===== src/sv/scale_note_frequency_map_assert.svh =====
// ----------------------------------------------------------------------------
// Assertion macros for the scale note frequency map
// Concurrent assertion wrappers, clocked on clk and disabled in reset.
// ----------------------------------------------------------------------------
`ifndef SCALE_NOTE_FREQUENCY_MAP_ASSERT_SVH
`define SCALE_NOTE_FREQUENCY_MAP_ASSERT_SVH

`ifndef SYNTH

// Property that must hold on every clock edge outside reset.
`define SNFM_ASSERT(lbl, prop) \
    lbl: assert property (@(posedge clk) disable iff (!rst_n) (prop)) \
        else $error("snfm assertion failed");

// Condition in one cycle implies a consequence in the next cycle.
`define SNFM_ASSERT_NEXT(lbl, cond, cons) \
    lbl: assert property (@(posedge clk) disable iff (!rst_n) (cond) |=> (cons)) \
        else $error("snfm assertion failed");

`else

`define SNFM_ASSERT(lbl, prop)
`define SNFM_ASSERT_NEXT(lbl, cond, cons)

`endif

`endif


===== src/sv/snfm_pkg.sv =====
// ----------------------------------------------------------------------------
// snfm_pkg
// Types, codes and constants shared by the note frequency map modules.
// ----------------------------------------------------------------------------
package snfm_pkg;

    // Operation codes carried in the input tuser.
    localparam logic OP_WRITE = 1'b0;
    localparam logic OP_QUERY = 1'b1;

    // Configuration register indexes.
    localparam int CFG_IDX_W = 8;
    localparam logic [CFG_IDX_W-1:0] REG_SCALE_LENGTH = 8'd0;
    localparam logic [CFG_IDX_W-1:0] REG_OCTAVE_RATIO = 8'd1;
    localparam logic [CFG_IDX_W-1:0] REG_REF_FREQ     = 8'd2;
    localparam logic [CFG_IDX_W-1:0] REG_CENTER_NOTE  = 8'd3;

    // Number formats.
    localparam logic [31:0] RATIO_ONE   = 32'h1000_0000;
    localparam logic [31:0] RATIO_TWO   = 32'h2000_0000;
    localparam logic [31:0] OCT_FLOOR   = 32'd2;
    localparam logic [39:0] FREQ_MAX    = 40'hFF_FFFF_FFFF;
    localparam logic [63:0] ROUND_HALF  = 64'h0000_0000_0800_0000;
    localparam logic [6:0]  TET_STEPS   = 7'd12;
    localparam logic [6:0]  CENTER_RST  = 7'd69;
    localparam logic [39:0] REF_HZ      = 40'd440;
    localparam logic [5:0]  DIV_LAST    = 6'd39;

    // Equal-tempered ratios 2^(k/12) in Q4.28.
    function automatic logic [31:0] tet_ratio(input logic [3:0] k);
        logic [31:0] r;
        case (k)
            4'd0:    r = 32'd268435456;
            4'd1:    r = 32'd284397459;
            4'd2:    r = 32'd301308612;
            4'd3:    r = 32'd319225354;
            4'd4:    r = 32'd338207482;
            4'd5:    r = 32'd358318345;
            4'd6:    r = 32'd379625062;
            4'd7:    r = 32'd402198743;
            4'd8:    r = 32'd426114725;
            4'd9:    r = 32'd451452825;
            4'd10:   r = 32'd478297607;
            4'd11:   r = 32'd506738663;
            default: r = 32'd0;
        endcase
        return r;
    endfunction

    // Controller states.
    typedef enum logic [3:0] {
        ST_IDLE,
        ST_SPLIT,
        ST_OCT,
        ST_MUL_LO,
        ST_MUL_HI,
        ST_MUL_FIX,
        ST_DIV_INIT,
        ST_DIV_STEP,
        ST_DIV_DONE,
        ST_DEG_SEL,
        ST_OUT
    } state_t;

    // Commands from controller to datapath.
    typedef struct packed {
        logic load;
        logic write;
        logic split;
        logic mul_lo;
        logic mul_hi;
        logic mul_fix;
        logic use_deg;
        logic div_init;
        logic div_step;
        logic div_done;
        logic deg_sel;
        logic emit;
    } cmd_t;

    // Status from datapath to controller.
    typedef struct packed {
        logic in_query;
        logic in_note_ok;
        logic split_done;
        logic cnt_zero;
        logic q_neg;
        logic sat;
        logic div_ovf;
        logic div_last;
        logic out_free;
    } status_t;

endpackage


===== src/sv/snfm_ctrl.sv =====
// ----------------------------------------------------------------------------
// snfm_ctrl
// Sequencer for one item: octave split, octave multiplies or divides,
// degree multiply and result hand-off.
// ----------------------------------------------------------------------------
module snfm_ctrl
    import snfm_pkg::*;
(
    input  logic    clk,
    input  logic    rst_n,
    input  logic    s_tvalid,
    output logic    s_tready,
    output cmd_t    cmd,
    input  status_t sts
);

    state_t state_reg, state_next;
    logic   deg_phase_reg, deg_phase_next;

    // State and phase registers.
    always_ff @(posedge clk or negedge rst_n)
    begin
        if (!rst_n)
        begin
            state_reg     <= ST_IDLE;
            deg_phase_reg <= 1'b0;
        end
        else
        begin
            state_reg     <= state_next;
            deg_phase_reg <= deg_phase_next;
        end
    end

    // Next state and commands.
    always_comb
    begin
        state_next     = state_reg;
        deg_phase_next = deg_phase_reg;
        cmd            = '0;
        cmd.use_deg    = deg_phase_reg;
        s_tready       = 1'b0;
        case (state_reg)
            ST_IDLE:
            begin
                s_tready = 1'b1;
                if (s_tvalid)
                begin
                    if (!sts.in_query)
                    begin
                        cmd.write = 1'b1;
                    end
                    else if (sts.in_note_ok)
                    begin
                        cmd.load       = 1'b1;
                        deg_phase_next = 1'b0;
                        state_next     = ST_SPLIT;
                    end
                end
            end
            ST_SPLIT:
            begin
                cmd.split = 1'b1;
                if (sts.split_done)
                begin
                    state_next = ST_OCT;
                end
            end
            ST_OCT:
            begin
                if (sts.sat)
                begin
                    state_next = ST_OUT;
                end
                else if (sts.cnt_zero)
                begin
                    state_next = ST_DEG_SEL;
                end
                else if (sts.q_neg)
                begin
                    state_next = ST_DIV_INIT;
                end
                else
                begin
                    state_next = ST_MUL_LO;
                end
            end
            ST_MUL_LO:
            begin
                cmd.mul_lo = 1'b1;
                state_next = ST_MUL_HI;
            end
            ST_MUL_HI:
            begin
                cmd.mul_hi = 1'b1;
                state_next = ST_MUL_FIX;
            end
            ST_MUL_FIX:
            begin
                cmd.mul_fix = 1'b1;
                state_next  = deg_phase_reg ? ST_OUT : ST_OCT;
            end
            ST_DIV_INIT:
            begin
                cmd.div_init = 1'b1;
                state_next   = sts.div_ovf ? ST_OCT : ST_DIV_STEP;
            end
            ST_DIV_STEP:
            begin
                cmd.div_step = 1'b1;
                if (sts.div_last)
                begin
                    state_next = ST_DIV_DONE;
                end
            end
            ST_DIV_DONE:
            begin
                cmd.div_done = 1'b1;
                state_next   = ST_OCT;
            end
            ST_DEG_SEL:
            begin
                cmd.deg_sel    = 1'b1;
                deg_phase_next = 1'b1;
                state_next     = ST_MUL_LO;
            end
            ST_OUT:
            begin
                if (sts.out_free)
                begin
                    cmd.emit   = 1'b1;
                    state_next = ST_IDLE;
                end
            end
            default:
            begin
                state_next = ST_IDLE;
            end
        endcase
    end

endmodule


===== config.mk =====
export PLATFORM = sky130hd
export DESIGN_NAME = snfm_ctrl
export DESIGN_NICKNAME = d
export VERILOG_FILES = /design/src/sv/scale_note_frequency_map_assert.svh /design/src/sv/snfm_pkg.sv /design/src/sv/snfm_ctrl.sv
export SDC_FILE = /design/constraint.sdc
export NUM_CORES = 1
export LEC_CHECK = 0
export BUFFER_PORTS_ARGS = -buffer_cell sky130_fd_sc_hd__buf_2
export CORE_MARGIN = 8
export CORE_UTILIZATION = 35
export DETAILED_ROUTE_END_ITERATION = 10
export GPL_TIMING_DRIVEN = 0
export PLACE_DENSITY = 0.64
export SYNTH_ARGS = -nofsm -noshare
export SYNTH_HDL_FRONTEND = slang
export SYNTH_SLANG_ARGS = --single-unit

===== constraint.sdc =====
create_clock -name clk -period 5.2 [get_ports clk]
set_clock_uncertainty 0.15 [all_clocks]
set_input_delay 0.78 -clock clk [delete_from_list [all_inputs] [get_ports clk]]
set_output_delay 0.78 -clock clk [all_outputs]
set_load 0.02 [all_outputs]

==> summary.md <==
| Metric | Value |
|---|---|
| Routed WL per cell | 13.39 um |
| Initial DRC count | 10 |
| Sequential Power Share | 20.2% |
| Via-to-Cell Ratio | 5.333 |
| Power per cell area | 571.5 nW/um^2 |
| Gr usage total | 11.73% |
| Share of power burned in combinational logic | 66.3% |
| Setup WS post-layout | 2619 ps |
| Critical Path End | cmd[1] |
| CP Max Fanout | 10 |
| Htree depth | 1 |
| Finished Core Util | 49.65% |
| Slew @ Worst Pin | 418.7 ps |
| Simple-gate area share of the yosys netlist | 39.45% |
| # DRC | 0 |
| Post-synthesis mux area share | 0% |
| Initial Util | 36.46% |
| Worst Setup SP | state_reg[0] |
| CTS Sinks | 5 |
| Worst hold path class | in -> async |
| Crit start category | flip-flop |
| Hold buffer count at cts | 0 |
| Area grow syn2layout | 36.16% |
| GR Overflow Total | 0 |
| Min Tclk post-route | 2581 ps |
| DIE HEIGHT | 52.12 um |
| Leakage | 0.3148 nW |
| Synth Area in XOR/XNOR | 0% |
| DR pass1 iterations | 4 |
| Post-DRT Antenna Nets | 0 |
| Vias in the first global route | 588 |
| RSZ-0062 raised after global routing | no |
| Ys flop type | dfrtp_1 |
| Worst R2R Path Depth | 5 |
| Fin. max-slew vios | 0 |
| Sw power | 0.1828 mW |
| Synth Area in Adders | 0% |
| Switching part of the total | 51.45% |
| Clock Path Buffers | 2 |
| Die area | 2716 um^2 |
| Clock latency on the worst-skew pair | 250 ps |
| Final Wtd Congestion | 0.8736 |
| R2R Setup Slk | 3330 ps |
| Maximum VDD drop | 0.0001900 V |
| Synth Area in Compound Gates | 21.92% |
| Max reg flops | 4 |
| Clock group share of total power | 13.5% |
| Distinct cells, synth | 29 |
| EDFF count, synth | 0 |
| Core Box Area | 1252 um^2 |
| Worst setup EP type | output port |
| Rows | 13 |
| Dpl ws | 2900 ps |
| Port Buf Inserts | 24 |
| DIE WIDTH | 52.12 um |
| CTS tree | yes |
| Crit-path max cell delay | 350 ps |
| Synthesized instance count | 65 |
| Main combinational cell family by area after synthesis | simple AND/OR/NAND/NOR gates |
| Final cell count without fillers | 108 |
| # fillers | 139 |
| # diodes | 0 |
| Synth Cell Area | 456.7 um^2 |
| CP cell instances | clkbuf_1 -> nand2b_1 -> nor2_1 -> buf_4 -> buf_2 |
| DP Cell Count | 104 |
| Via count | 576 |
| Pint | 0.1725 mW |
| RR Endpoint | state_reg[2] |
| Ys async rst share | 100.0% |
| Endpoints failing setup | 0 |
| Max-Cap Viols | 0 |
| RR Startpoint | state_reg[1] |
| DPL Wire Length | 1.104 mm |
| Ports | 25 |
| Rel. slew slack | 72.08% |
| Crit path arrival time | 1650 ps |
| Initial antenna violation count | 0 |
| Pin count of the biggest net entering global routing | 11 |
| Post-CTS Resized | 0 |
| Nets | 106 |
| Share of cells above drive strength 1 | 34.41% |
| Syn_area_per_cell | 7.026 um^2 |
| Slowest stage cell on the critical path | dfrtp_1 |
| WL final | 1.446 mm |
| Sequential area share after synthesis | 27.40% |
| Outcome | complete, no violations |
| Fmax | 387.5 MHz |
| Post-Synthesis Net Count | 77 |
| Setup bufs post-CTS | 0 |
| Synth warn | 0 |
| TritonCTS Buffers | 3 |
| Clock slew at reported path FFs | 50 ps |
| Synth Register Bits | 5 |
| Crit share post-route | 49.63% |
| WS Path Type | reg -> out |
| Hold Violations, Final | 0 |
| First-pass GRT wire length | 2.442 mm |
| Root buffer cell | clkbuf_4 |
| Setup TNS | 0 ps |
| Critical Path RT | 4270 ps |
per-stage QoR:
step / area, um^2 / total power [mW] / hold slack, ps
finish: 621.8 / 0.3554 / 180.6
detailed placement: 595.6 / 0.3033 / 421.7
global placement: 595.6 / 0.3022 / 380.3
CTS: 621.8 / 0.3569 / 178.1
global route: 621.8 / 0.3872 / 180.0
floorplan: 456.7 / 0.2392 / 334.4
layout by cell type, fill, tap and decap left out, types with 2 or more instances in the layout:
master    instances
o21ai_0           3
buf_2            26
inv_1             3
a221o_1           2
nor3_1            7
nand2b_1          6
clkbuf_1          3
nor2_1            9
clkbuf_4          3
buf_4             2
nand2_1           5
dfrtp_1           5
nor3b_1           2
cell type report:
cell class | count | area [um^2] | share of cell area [%]
Buffer | 6 | 32.53 | 5.231
Clock buffer | 4 | 26.28 | 4.225
Inverter | 5 | 18.77 | 3.018
Multi-Input combinational cell | 49 | 280.3 | 45.07
Sequential cell | 5 | 125.1 | 20.12
Tap cell | 15 | 18.77 | 3.018
Timing Repair Buffer | 24 | 120.1 | 19.32
synth_stat cells, types with 2 or more instances:
library cell  n  area, um^2
nor3_1        7       35.03
a221o_1       2       20.02
clkbuf_1      2       7.510
nand2b_1      6       37.54
buf_4         2       15.01
dfrtp_1       5       125.1
buf_2         2       10.01
nor3b_1       2       15.01
nor2_1        9       33.78
o21ai_0       3       15.01
inv_1         3       11.26
nand2_1       5       18.77
logic make-up (layout without fill, tap and decap cells):
family | count (synthesis) | after routing
and+or+nand+nor | 35 | 35
AOI/OAI and AO/OA | 14 | 14
buffers and inverters | 11 | 39
DFF | 5 | 5
worst min path at each step:
| stage | slack, ps | end | start | depth (start not counted) |
|---|---|---|---|---|
| floorplan | 330 | deg_phase_reg | rst_n | 0 |
| global placement | 380 | deg_phase_reg | deg_phase_reg | 2 |
| detailed placement | 420 | deg_phase_reg | deg_phase_reg | 2 |
| CTS | 180 | state_reg[0] | rst_n | 1 |
| global route | 180 | state_reg[2] | rst_n | 1 |
| finish | 180 | state_reg[0] | rst_n | 1 |
power by group through the flow:
stage / combinational, mW / clock (mW) / sequential (mW)
after floorplan: 0.172 / 0 / 0.0669
after global placement: 0.231 / 0 / 0.0716
after detailed placement: 0.231 / 0 / 0.0719
after CTS: 0.236 / 0.0494 / 0.0718
after global routing: 0.259 / 0.0530 / 0.0747
final: 0.236 / 0.0478 / 0.0719
per-layer routing:
layer / routed length [um] / track usage, % / vias up
li1: - / - / 290
met1: 605 / 12.21 / 257
met2: 704 / 18.60 / 25
met3: 100 / 3.704 / 4
met4: 36 / 10.18 / 0
met5: 0 / 0 / -
critical path, delay by kind of cell, from the launching register on:
kind                   cells  cell delay (ps)
and+or+nand+nor            2              400
DFF                        1              350
buffers and inverters      3              650
No activity file was read; power rests on OpenSTA's default activity.
